===== src/design/awf_pkg.sv =====
// Shared types, constants and saturation helpers for the A-weighting filter.
package awf_pkg;

	// Sample, coefficient and accumulator widths
	localparam int SAMPLE_WIDTH    = 24;
	localparam int COEF_WIDTH      = 24;
	localparam int COEF_FRAC_BITS  = 24;
	localparam int STATE_FRAC_BITS = 12;
	localparam int GAIN_FRAC_BITS  = 22;
	localparam int ACC_WIDTH       = 40;

	// Split of the 40-bit difference into two halves for the shared multiplier
	localparam int HALF_W   = ACC_WIDTH / 2;
	localparam int MUL_A_W  = ACC_WIDTH - HALF_W + 1;
	localparam int MUL_B_W  = COEF_WIDTH + 1;
	localparam int MUL_P_W  = MUL_A_W + MUL_B_W;
	localparam int PROD_W   = ACC_WIDTH + COEF_WIDTH + 1;
	localparam int SUM_W    = PROD_W + 1;
	localparam int OUT_SHIFT = GAIN_FRAC_BITS + STATE_FRAC_BITS;

	// Configuration port
	localparam int ADDR_W   = 5;
	localparam int DATA_W   = 32;
	localparam int REG_IDX_W = 3;
	localparam logic [REG_IDX_W-1:0] REG_HP_LOW  = 3'd0;
	localparam logic [REG_IDX_W-1:0] REG_HP_MID  = 3'd1;
	localparam logic [REG_IDX_W-1:0] REG_HP_HIGH = 3'd2;
	localparam logic [REG_IDX_W-1:0] REG_LP      = 3'd3;
	localparam logic [REG_IDX_W-1:0] REG_GAIN    = 3'd4;

	localparam logic [COEF_WIDTH-1:0] RST_HP_LOW  = 24'd45180;
	localparam logic [COEF_WIDTH-1:0] RST_HP_MID  = 24'd234864;
	localparam logic [COEF_WIDTH-1:0] RST_HP_HIGH = 24'd1544740;
	localparam logic [COEF_WIDTH-1:0] RST_LP      = 24'd13379830;
	localparam logic [COEF_WIDTH-1:0] RST_GAIN    = 24'd4888466;

	// Section select codes: four high-pass, two low-pass, then the output gain
	localparam int SEL_W    = 3;
	localparam int HP_SECTIONS = 4;
	localparam int HP_IDX_W = 2;
	localparam logic [SEL_W-1:0] SEC_HP0  = 3'd0;
	localparam logic [SEL_W-1:0] SEC_HP1  = 3'd1;
	localparam logic [SEL_W-1:0] SEC_HP2  = 3'd2;
	localparam logic [SEL_W-1:0] SEC_HP3  = 3'd3;
	localparam logic [SEL_W-1:0] SEC_LP1  = 3'd4;
	localparam logic [SEL_W-1:0] SEC_LP2  = 3'd5;
	localparam logic [SEL_W-1:0] SEC_GAIN = 3'd6;

	typedef struct packed {
		logic [COEF_WIDTH-1:0] hp_low;
		logic [COEF_WIDTH-1:0] hp_mid;
		logic [COEF_WIDTH-1:0] hp_high;
		logic [COEF_WIDTH-1:0] lp;
		logic [COEF_WIDTH-1:0] gain;
	} cfg_t;

	typedef struct packed {
		logic             load;
		logic             diff;
		logic             mul_lo;
		logic             mul_hi;
		logic             update;
		logic             out_load;
		logic [SEL_W-1:0] sel;
	} cmd_t;

	typedef struct packed {
		logic out_busy;
	} status_t;

	localparam logic signed [SUM_W-1:0] ACC_MAX =
		{{(SUM_W-ACC_WIDTH+1){1'b0}}, {(ACC_WIDTH-1){1'b1}}};
	localparam logic signed [SUM_W-1:0] ACC_MIN = ~ACC_MAX;
	localparam logic signed [SUM_W-1:0] SMP_MAX =
		{{(SUM_W-SAMPLE_WIDTH+1){1'b0}}, {(SAMPLE_WIDTH-1){1'b1}}};
	localparam logic signed [SUM_W-1:0] SMP_MIN = ~SMP_MAX;

	// Clamp a wide value to the accumulator range
	function automatic logic signed [ACC_WIDTH-1:0] sat_acc(input logic signed [SUM_W-1:0] v);
		logic signed [ACC_WIDTH-1:0] r;
		if (v > ACC_MAX) begin
			r = ACC_MAX[ACC_WIDTH-1:0];
		end else if (v < ACC_MIN) begin
			r = ACC_MIN[ACC_WIDTH-1:0];
		end else begin
			r = v[ACC_WIDTH-1:0];
		end
		return r;
	endfunction

	// Clamp a wide value to the sample range
	function automatic logic signed [SAMPLE_WIDTH-1:0] sat_sample(
		input logic signed [SUM_W-1:0] v);
		logic signed [SAMPLE_WIDTH-1:0] r;
		if (v > SMP_MAX) begin
			r = SMP_MAX[SAMPLE_WIDTH-1:0];
		end else if (v < SMP_MIN) begin
			r = SMP_MIN[SAMPLE_WIDTH-1:0];
		end else begin
			r = v[SAMPLE_WIDTH-1:0];
		end
		return r;
	endfunction

endpackage


===== src/design/awf_ctrl.sv =====
// Sequencer that walks one sample through the six filter sections and the gain.
module awf_ctrl
	import awf_pkg::*;
(
	input  logic    clk,
	input  logic    arst_n,
	input  logic    in_valid,
	output logic    in_stall,
	input  status_t status,
	output cmd_t    cmd
);

	localparam int ST_W = 3;
	localparam logic [ST_W-1:0] ST_IDLE = 3'd0;
	localparam logic [ST_W-1:0] ST_DIFF = 3'd1;
	localparam logic [ST_W-1:0] ST_MLO  = 3'd2;
	localparam logic [ST_W-1:0] ST_MHI  = 3'd3;
	localparam logic [ST_W-1:0] ST_UPD  = 3'd4;
	localparam logic [ST_W-1:0] ST_OUT  = 3'd5;

	logic [ST_W-1:0]  state_q;
	logic [SEL_W-1:0] sel_q;
	logic             accept;

	assign in_stall = (state_q != ST_IDLE);
	assign accept   = in_valid && !in_stall;

	// Decode commands from the current step
	always_comb begin
		cmd          = '0;
		cmd.sel      = sel_q;
		cmd.load     = accept;
		cmd.diff     = (state_q == ST_DIFF);
		cmd.mul_lo   = (state_q == ST_MLO);
		cmd.mul_hi   = (state_q == ST_MHI);
		cmd.update   = (state_q == ST_UPD);
		cmd.out_load = (state_q == ST_OUT) && !status.out_busy;
	end

	// Advance through difference, two half products and update per section
	always_ff @(posedge clk or negedge arst_n) begin
		if (!arst_n) begin
			state_q <= ST_IDLE;
			sel_q   <= SEC_HP0;
		end else begin
			case (state_q)
				ST_IDLE: begin
					if (accept) begin
						state_q <= ST_DIFF;
						sel_q   <= SEC_HP0;
					end
				end
				ST_DIFF: begin
					state_q <= ST_MLO;
				end
				ST_MLO: begin
					state_q <= ST_MHI;
				end
				ST_MHI: begin
					state_q <= (sel_q == SEC_GAIN) ? ST_OUT : ST_UPD;
				end
				ST_UPD: begin
					state_q <= ST_DIFF;
					sel_q   <= sel_q + 1'b1;
				end
				ST_OUT: begin
					if (!status.out_busy) begin
						state_q <= ST_IDLE;
					end
				end
				default: begin
					state_q <= ST_IDLE;
				end
			endcase
		end
	end

endmodule


===== src/design/awf_datapath.sv =====
// Filter states, shared 21x25 multiplier with accumulator, and the output register.
module awf_datapath
	import awf_pkg::*;
(
	input  logic                           clk,
	input  logic                           arst_n,
	input  cfg_t                           cfg,
	input  cmd_t                           cmd,
	output status_t                        status,
	input  logic signed [SAMPLE_WIDTH-1:0] sample_in,
	input  logic                           restart,
	output logic                           out_valid,
	input  logic                           out_stall,
	output logic signed [SAMPLE_WIDTH-1:0] weighted_out
);

	localparam logic signed [PROD_W-1:0] HALF_COEF = PROD_W'(1) << (COEF_FRAC_BITS - 1);
	localparam logic signed [PROD_W-1:0] HALF_GAIN = PROD_W'(1) << (OUT_SHIFT - 1);

	logic signed [ACC_WIDTH-1:0]    hp_delay_q [HP_SECTIONS];
	logic signed [ACC_WIDTH-1:0]    lp_first_q;
	logic signed [ACC_WIDTH-1:0]    lp_second_q;
	logic signed [ACC_WIDTH-1:0]    v_q;
	logic signed [ACC_WIDTH-1:0]    diff_q;
	logic signed [PROD_W-1:0]       acc_q;
	logic                           restart_q;
	logic                           out_valid_q;
	logic signed [SAMPLE_WIDTH-1:0] weighted_out_q;

	logic [HP_IDX_W-1:0]            hp_idx;
	logic signed [ACC_WIDTH-1:0]    st_sel;
	logic signed [ACC_WIDTH-1:0]    diff_st;
	logic [COEF_WIDTH-1:0]          coef;
	logic signed [MUL_A_W-1:0]      mul_a;
	logic signed [MUL_B_W-1:0]      mul_b;
	logic signed [MUL_P_W-1:0]      prod;
	logic signed [PROD_W-1:0]       rnd_coef;
	logic signed [PROD_W-1:0]       rnd_gain;
	logic signed [ACC_WIDTH-1:0]    new_state;
	logic signed [ACC_WIDTH-1:0]    v_load;

	assign hp_idx = cmd.sel[HP_IDX_W-1:0];

	// Select the state of the active section
	always_comb begin
		case (cmd.sel)
			SEC_HP0, SEC_HP1, SEC_HP2, SEC_HP3: st_sel = hp_delay_q[hp_idx];
			SEC_LP1:                            st_sel = lp_first_q;
			SEC_LP2:                            st_sel = lp_second_q;
			default:                            st_sel = '0;
		endcase
	end

	// A restarted first low-pass section starts from its own input
	assign diff_st = (cmd.sel == SEC_LP1 && restart_q) ? v_q : st_sel;

	// Select the coefficient of the active section
	always_comb begin
		case (cmd.sel)
			SEC_HP0, SEC_HP1: coef = cfg.hp_low;
			SEC_HP2:          coef = cfg.hp_mid;
			SEC_HP3:          coef = cfg.hp_high;
			SEC_LP1, SEC_LP2: coef = cfg.lp;
			SEC_GAIN:         coef = cfg.gain;
			default:          coef = '0;
		endcase
	end

	// Half of the difference times the coefficient; the upper half carries the sign
	assign mul_a = cmd.mul_hi ? MUL_A_W'($signed(diff_q[ACC_WIDTH-1:HALF_W]))
	                          : $signed({1'b0, diff_q[HALF_W-1:0]});
	assign mul_b = $signed({1'b0, coef});
	assign prod  = mul_a * mul_b;

	// Round half up back to the state grid and to the sample grid
	assign rnd_coef  = (acc_q + HALF_COEF) >>> COEF_FRAC_BITS;
	assign rnd_gain  = (acc_q + HALF_GAIN) >>> OUT_SHIFT;
	assign new_state = sat_acc(SUM_W'(st_sel) + SUM_W'(rnd_coef));
	assign v_load    = sat_acc(SUM_W'(sample_in) <<< STATE_FRAC_BITS);

	// Hold section states; clear high-pass delays and seed low-pass on restart
	always_ff @(posedge clk or negedge arst_n) begin
		if (!arst_n) begin
			for (int i = 0; i < HP_SECTIONS; i++) begin
				hp_delay_q[i] <= '0;
			end
			lp_first_q  <= '0;
			lp_second_q <= '0;
		end else begin
			if (cmd.load && restart) begin
				for (int i = 0; i < HP_SECTIONS; i++) begin
					hp_delay_q[i] <= '0;
				end
			end
			if (cmd.diff && cmd.sel == SEC_LP1 && restart_q) begin
				lp_first_q  <= v_q;
				lp_second_q <= v_q;
			end
			if (cmd.update) begin
				case (cmd.sel)
					SEC_HP0, SEC_HP1, SEC_HP2, SEC_HP3: hp_delay_q[hp_idx] <= new_state;
					SEC_LP1:                            lp_first_q  <= new_state;
					SEC_LP2:                            lp_second_q <= new_state;
					default: begin
					end
				endcase
			end
		end
	end

	// Running value, difference and product accumulator
	always_ff @(posedge clk) begin
		if (cmd.load) begin
			v_q       <= v_load;
			restart_q <= restart;
		end else if (cmd.update) begin
			v_q <= (cmd.sel[HP_IDX_W]) ? new_state : diff_q;
		end
		if (cmd.diff) begin
			diff_q <= (cmd.sel == SEC_GAIN) ? v_q
			          : sat_acc(SUM_W'(v_q) - SUM_W'(diff_st));
		end
		if (cmd.mul_lo) begin
			acc_q <= PROD_W'(prod);
		end else if (cmd.mul_hi) begin
			acc_q <= acc_q + (PROD_W'(prod) <<< HALF_W);
		end
		if (cmd.out_load) begin
			weighted_out_q <= sat_sample(SUM_W'(rnd_gain));
		end
	end

	// Output request valid flag
	always_ff @(posedge clk or negedge arst_n) begin
		if (!arst_n) begin
			out_valid_q <= 1'b0;
		end else if (cmd.out_load) begin
			out_valid_q <= 1'b1;
		end else if (!out_stall) begin
			out_valid_q <= 1'b0;
		end
	end

	assign status.out_busy = out_valid_q && out_stall;
	assign out_valid       = out_valid_q;
	assign weighted_out    = weighted_out_q;

endmodule


===== src/design/a_weighting_filter.sv =====
// A-weighting filter top level: configuration registers, sequencer and datapath.
// Each request carries one signed 24-bit sample and yields one A-weighted sample. A sample
// passes through four high-pass and two low-pass one-pole sections and an output gain, all
// on one shared 21x25 multiplier. Each section takes a difference, two half-product and an
// update step; the gain a difference, two half-product and an output step that registers
// the result, waiting while the previous one is stalled. The next sample is accepted once
// back in idle, even while a finished result still waits on the output. Raising restart with
// a sample clears the high-pass delays and seeds the low-pass sections. Coefficients must be
// written through the register port only while the filter is idle; the block does not check it.
module a_weighting_filter
	import awf_pkg::*;
(
	input  logic                           clk,
	input  logic                           arst_n,
	input  logic                           in_valid,
	output logic                           in_stall,
	input  logic signed [SAMPLE_WIDTH-1:0] sample_in,
	input  logic                           restart,
	output logic                           out_valid,
	input  logic                           out_stall,
	output logic signed [SAMPLE_WIDTH-1:0] weighted_out,
	input  logic                           psel,
	input  logic                           penable,
	input  logic                           pwrite,
	input  logic [ADDR_W-1:0]              paddr,
	input  logic [DATA_W-1:0]              pwdata,
	output logic [DATA_W-1:0]              prdata,
	output logic                           pready
);

	cfg_t                  cfg_q;
	cmd_t                  cmd;
	status_t               status;
	logic [REG_IDX_W-1:0]  reg_idx;
	logic                  wr_en;

	assign pready  = 1'b1;
	assign reg_idx = paddr[ADDR_W-1:2];
	assign wr_en   = psel && penable && pwrite && pready;

	// Write coefficient registers; ignore addresses past the last register
	always_ff @(posedge clk or negedge arst_n) begin
		if (!arst_n) begin
			cfg_q.hp_low  <= RST_HP_LOW;
			cfg_q.hp_mid  <= RST_HP_MID;
			cfg_q.hp_high <= RST_HP_HIGH;
			cfg_q.lp      <= RST_LP;
			cfg_q.gain    <= RST_GAIN;
		end else if (wr_en) begin
			case (reg_idx)
				REG_HP_LOW:  cfg_q.hp_low  <= pwdata[COEF_WIDTH-1:0];
				REG_HP_MID:  cfg_q.hp_mid  <= pwdata[COEF_WIDTH-1:0];
				REG_HP_HIGH: cfg_q.hp_high <= pwdata[COEF_WIDTH-1:0];
				REG_LP:      cfg_q.lp      <= pwdata[COEF_WIDTH-1:0];
				REG_GAIN:    cfg_q.gain    <= pwdata[COEF_WIDTH-1:0];
				default: begin
				end
			endcase
		end
	end

	// Read back the addressed register
	always_comb begin
		case (reg_idx)
			REG_HP_LOW:  prdata = DATA_W'(cfg_q.hp_low);
			REG_HP_MID:  prdata = DATA_W'(cfg_q.hp_mid);
			REG_HP_HIGH: prdata = DATA_W'(cfg_q.hp_high);
			REG_LP:      prdata = DATA_W'(cfg_q.lp);
			REG_GAIN:    prdata = DATA_W'(cfg_q.gain);
			default:     prdata = '0;
		endcase
	end

	awf_ctrl u_ctrl (
		.clk      (clk),
		.arst_n   (arst_n),
		.in_valid (in_valid),
		.in_stall (in_stall),
		.status   (status),
		.cmd      (cmd)
	);

	awf_datapath u_datapath (
		.clk          (clk),
		.arst_n       (arst_n),
		.cfg          (cfg_q),
		.cmd          (cmd),
		.status       (status),
		.sample_in    (sample_in),
		.restart      (restart),
		.out_valid    (out_valid),
		.out_stall    (out_stall),
		.weighted_out (weighted_out)
	);

endmodule


===== config.mk =====
export PLATFORM = sky130hd
export DESIGN_NAME = a_weighting_filter
export DESIGN_NICKNAME = d
export VERILOG_FILES = /design/src/design/awf_pkg.sv /design/src/design/awf_ctrl.sv /design/src/design/awf_datapath.sv /design/src/design/a_weighting_filter.sv
export SDC_FILE = /design/constraint.sdc
export NUM_CORES = 2
export LEC_CHECK = 0
export BUFFER_PORTS_ARGS = -buffer_cell sky130_fd_sc_hd__buf_4
export CORE_MARGIN = 5
export CORE_UTILIZATION = 64
export DETAILED_ROUTE_END_ITERATION = 7
export PLACE_DENSITY = 0.92
export SLEW_MARGIN = 20
export SYNTH_ARGS = -nofsm -noshare
export SYNTH_HDL_FRONTEND = slang
export SYNTH_HIERARCHICAL = 1
export SYNTH_SLANG_ARGS = --single-unit

===== constraint.sdc =====
create_clock -name clk -period 29.6 [get_ports clk]
set_input_delay 2.96 -clock clk [delete_from_list [all_inputs] [get_ports clk]]
set_output_delay 2.96 -clock clk [all_outputs]
set_load 0.01 [all_outputs]

* Yosys cells after proc, flatten, opt, wreduce, memory -nomap -nowiden
Cells that the tools add are included.
** Cells by class
- Multiplexer cells :: 41
- Bitwise logic cells :: 1
- Multipliers :: 1
- Equality and inequality tests :: 18
- Magnitude comparators :: 10
- Reduce and logical (&&, ||, !) cells :: 29
- Shifts and indexed selects :: 0
- Add/subtract/negate cells :: 6
- Div/mod/pow operators :: 0
** Operator list (count)
- 2-to-1 mux 40 bit :: 20
- 2-to-1 mux 160 bit :: 3
- case mux 24 bit (5 select lines) :: 2
- bitwise mux 160 bit :: 1
- greater-than comparator 66 x 40 -> 1 bit (second input constant) :: 2
- < comparator 66 x 40 -> 1 bit (second input constant) :: 2
- 2-to-1 mux 65 bit :: 2
- case mux 40 bit (3 select lines) :: 1
- binary-select mux 40 bit (select 2 bit) :: 1
- demux 40 bit (select 2 bit) :: 1
- adder 65 x 25 -> 65 bit (second input constant) :: 1
- adder 65 x 35 -> 65 bit (second input constant) :: 1
- adder 65 bit :: 1
- multiplier 21 x 25 -> 46 bit :: 1
- adder 40 x 41 -> 42 bit :: 1
- subtractor 40 x 40 -> 41 bit :: 1
- greater-than comparator 36 x 40 -> 1 bit (second input constant) :: 1
- < comparator 36 x 40 -> 1 bit (second input constant) :: 1
- greater-than comparator 31 x 24 -> 1 bit (second input constant) :: 1
- < comparator 31 x 24 -> 1 bit (second input constant) :: 1
- 2-to-1 mux 24 bit :: 1
- 2-to-1 mux 21 bit :: 1
- == test 3 x 2 -> 1 bit (second input constant) :: 6
- == test 3 bit (second input constant) :: 6
- other kinds (19) :: 47
** Storage, ports and cells
- Latch bits :: 0
- Bits in writable memories :: 0
- Bits in read-only memories :: 0
- Memories kept :: 0
- Flip-flop bits (word level) :: 537
- Output and inout bits :: 59

* Longest topological paths before layout
- Depth after elaboration :: 12
- Depth in mapped cells :: 43

* By module
Netlist, hierarchy kept.
** Modules (own cells, without submodules)
- awf_datapath :: area an instance 44650.3 µm², sequential area each 10535.1 µm², instances 1, cells an instance 5159
- a_weighting_filter :: area an instance 5664.2 µm², sequential area each 3064.2 µm², instances 1, cells an instance 390
- awf_ctrl :: area an instance 356.6 µm², sequential area each 150.1 µm², instances 1, cells an instance 40

* Least setup slack after synthesis
Ideal clock, no wire load.
- Path type :: reg-to-reg
- From :: register u_ctrl.sel_q[2]
- To :: register u_datapath.acc_q[64] (data pin)
- Period minus slack after synthesis :: 10.168 ns
- Required time :: 29.333 ns
- Setup slack :: 19.432 ns
- Cell stages (with the launch flop) :: 42
- Arrival :: 9.901 ns
- Path buffers :: 3
- Cell sequence :: dfrtp_1 -> clkbuf_1 -> inv_2 -> and3_1 -> clkbuf_1 -> clkbuf_1 -> a221oi_1 -> nor2_1 -> fa_1 -> fa_1 -> inv_1 -> fa_1 -> inv_1 -> fa_1 -> inv_1 -> fa_1 -> inv_1 -> fa_1 -> [6 not listed] -> a221oi_1 -> nand2_1 -> a21o_1 -> nand2_1 -> o221ai_1 -> a211oi_1 -> nor2_1 -> ha_1 -> nand3_1 -> nor3_1 -> o2111ai_1 -> a211oi_1 -> a2111oi_4 -> o41a_1 -> o21a_1 -> o21ai_1 -> xnor2_1 -> o21ai_1
** Between the ends
- Cells in the longest elaborated chain, start to end :: 7
- Elaborated cells between the ends (all ways) :: 14
** Ends and longest elaborated chain
- start: declaration :: line awf_ctrl.sv:22 : logic [SEL_W-1:0] sel_q;
- start signal: assignment :: line awf_ctrl.sv:64 : sel_q <= sel_q + 1'b1;
- == test 3 bit (tied with other cells) :: line awf_datapath.sv:59 : case (cmd.sel)
- OR reduction 2 bit :: line awf_datapath.sv:59
- case mux 24 bit (5 select lines) (*) :: line awf_datapath.sv:59
- multiplier 21 x 25 -> 46 bit (*) :: line awf_datapath.sv:73 : assign prod = mul_a * mul_b;
- adder 65 bit :: line awf_datapath.sv:126 : acc_q <= acc_q + (PROD_W'(prod) <<< HALF_W);
- 2-to-1 mux 65 bit :: line awf_datapath.sv:125 : end else if (cmd.mul_hi) begin
- 2-to-1 mux 65 bit (*) :: line awf_datapath.sv:123 : if (cmd.mul_lo) begin
- end signal: assignment :: line awf_datapath.sv:124 : acc_q <= PROD_W'(prod);
- end signal: assignment :: line awf_datapath.sv:126
- end: declaration :: line awf_datapath.sv:25 : logic signed [PROD_W-1:0] acc_q;
Mark *: on every way between the ends. The rest lies on a longest branch, timed or not. The select of a mux whose other input is x is not followed.
A chain may end at the register's enable or synchronous reset.

* Worst setup path in the final report
Same ends and word-level chain as after synthesis.

==> out/metrics.cfg <==
[clocking]
clk_pin_slew_ns=0.06
cts_resized=0
postCtsSetupBuffers=0
clock_tree.root_cell=clkbuf_16
clk_path_buf_depth=3
cts_sinks=517
cts_buffers=59
clock_latency_ns=0.68
cts_tree=yes
holdBufCountCts=0
htree_num_levels=2

[cells_and_area]
diodes=0
stdcell_count=6615
layout-drive-gt1-share_pct=12.00
fin_nets=6317
nFillCells=5418
design_area_um2=54070
area_growth_pct=6.702

[floorplanning]
ioPinCount=128
fp.dieW_um=291.4
start_util_pct=64.35
num_rows=103
fp.dieH_um=291.4
die-area_um2=84900
coreArea_um2=78740

[placement]
place_ws_ns=17.22
dp_hpwl_um=114500
routabilityCongestion=1.021
numPortBuffers=108
place_area_um2=52050
placedCellCount=6500

[detailed_routing]
drc=0
viasPerCell=6.752
drt-wirelength-per-cell_um=24.56
routed_wl_um=162400
drt_iter0_drc=6027
drt_pass1_iterations=7
antenna_left=0
vias=44660

[grt]
antenna_found_initial=0
grt_max_degree=169
grt_pass1_wl_um=251900
grt_pass1_vias=45780
grt_use_total_pct=37.20
grt_overflow=0

[worst_setup_path]
crit_family=compound AO/OA/AOI/OAI gates
cp-end-kind=register
worstSetupPathType=reg2reg
cp.required_ns=29.95
worstPathArrival_ns=13.31
cpMaxStageDelayCell=a221o_1
critPathBufInv=9
critPathLaunchType=register
crit_path_frequent_cell=inv_1
max_stage_delay_ns=0.92
crit_fanout=47

[logic_synthesis]
ys_ff_latch=517
ys_seq_area_share_pct=27.13
synth_area_leaders=fa_1, dfrtp_1, edfxtp_1
async_flop_share_pct=70.99
synth_cell_type_count=111
synth_common_cells=nand2_1, inv_1, nor2_1
synth_warnings=6
yosysTopAreaCell=fa_1
synth_edf_count=150
synth.top_cell.area_share_pct=16.55
synthCells=5589
synth_top_flop_cell=dfrtp_1
synth_area_um2=50670
yosysMostFrequentCell=nand2_1
avgSynthCellArea_um2=9.066

[timing]
fin_skew_ns=0.07118
finalSetupViolCount=0
tightest_slew_ns=1.214
setup_tns_ns=0
finalMaxSlewViolations=0
finalCritPeriodShare_pct=43.78
max_freq_ghz=0.07716
final.setup.worst_slack_ns=16.64
period_needed_ns=12.96
max_slew_margin_pct=19.06
rsz0062_at_grt=no
hold_viol_final=0

[run]
max_cap_violations=0

[status]
status=complete, no violations

[min_path]
hold_path.class=reg2reg

[kinds of logic after synthesis]
kind of cell | Yosys count | synth area share, %
simple gates | 1686 | 14.55
compound gates | 1167 | 14.65
buf+inv | 935 | 7.420
fa+ha+maj | 734 | 24.33
flops | 517 | 27.13
mux | 340 | 8.292
xor+xnor | 208 | 3.610
other cells | 2 | 0.01482
[path summary, 6_finish.rpt]
| check | to | slack, ns | cells after the start | start |
|---|---|---|---|---|
| worst max-delay path | u_datapath/acc_q[64] | 16.64 | 41 | u_ctrl/sel_q[2] |
| worst min-delay path | u_datapath/hp_delay_q[135] | 0.50 | 2 | u_datapath/hp_delay_q[135] |
| worst max register to register | u_datapath/acc_q[64] | 16.64 | 41 | u_ctrl/sel_q[2] |
| worst min register to register | u_datapath/hp_delay_q[135] | 0.50 | 2 | u_datapath/hp_delay_q[135] |
| max in group asynchronous | cfg_q[118] | 25.62 | 2 | arst_n |
| min in group asynchronous | u_datapath/hp_delay_q[64] | 2.37 | 1 | arst_n |
[final cells by class]
cell class / instances / area [um^2] / area share [%]
clock buffers: 84 / 1724 / 3.189
clock inverters: 28 / 256.5 / 0.4744
inverters: 607 / 2278 / 4.214
multi-input cells: 4144 / 33320 / 61.63
flip-flops and latches: 517 / 13760 / 25.45
well taps: 1050 / 1314 / 2.430
repair buffers: 185 / 1411 / 2.610
[flip-flops by register name (all words and copies together) (netlist names), 24 cells and up]
name / cells
u_datapath/v_q: 40
u_datapath/diff_q: 40
u_datapath/hp_delay_q: 160
u_datapath/weighted_out: 24
u_datapath/lp_second_q: 40
cfg_q: 120
u_datapath/acc_q: 45
u_datapath/lp_first_q: 40
[cell usage in the layout (no fill, tap or decap), types with 22 or more instances in the layout]
master and count:
nand2b_1 31, xor2_1 78, ha_1 315, nor3_1 31, a32oi_1 26, o21bai_1 23
fa_1 419, o21ai_1 22, a22oi_1 42, a211oi_1 28, edfxtp_1 150, and3_1 27
dfrtp_1 315, o21ai_0 388, nand4_1 36, inv_1 604, dfstp_2 49, and2_1 34
a221oi_1 28, mux2_2 153, mux2i_1 120, a21o_1 105, nand2_1 787, nand3_1 208
a221o_1 28, mux4_2 40, a21oi_1 276, nor2_1 420, buf_4 179, xnor2_1 129
nor2b_1 32, o21ai_2 26, clkbuf_16 62
[worst register-to-register path, delay by kind of cell (launching register included)]
kind | cells | cell delay, ns
AOI/OAI and AO/OA | 14 | 4.26
xor gates and xnor gates | 1 | 0.14
adders and majority gates | 9 | 4.14
buffers and inverters | 9 | 1.70
DFF | 1 | 0.73
and+or+nand+nor | 8 | 1.72
[metrics by stage]
step           hold slack (ns)  utilization (%)
2_1_floorplan           0.4633                -
4_1_cts                 0.4992            68.62
3_3_place_gp            0.4760            66.11
5_1_grt                 0.5264            68.66
3_5_place_dp            0.4848            66.11
6_report                0.4957            68.66
[layer usage]
metal	global-route usage (%)	routed length, um	vias to the layer above	share of wire, %
li1	-	-	18750	-
met1	44.87	55030	21270	34
met2	58.71	73160	3496	45
met3	10.31	20420	1150	13
met4	24.64	13840	0	8.5
met5	0.5105	0	-	0
Power is left out: the tool's default activity adds up to more than one toggle a clock period on the data nets, which glitch-free logic cannot reach.
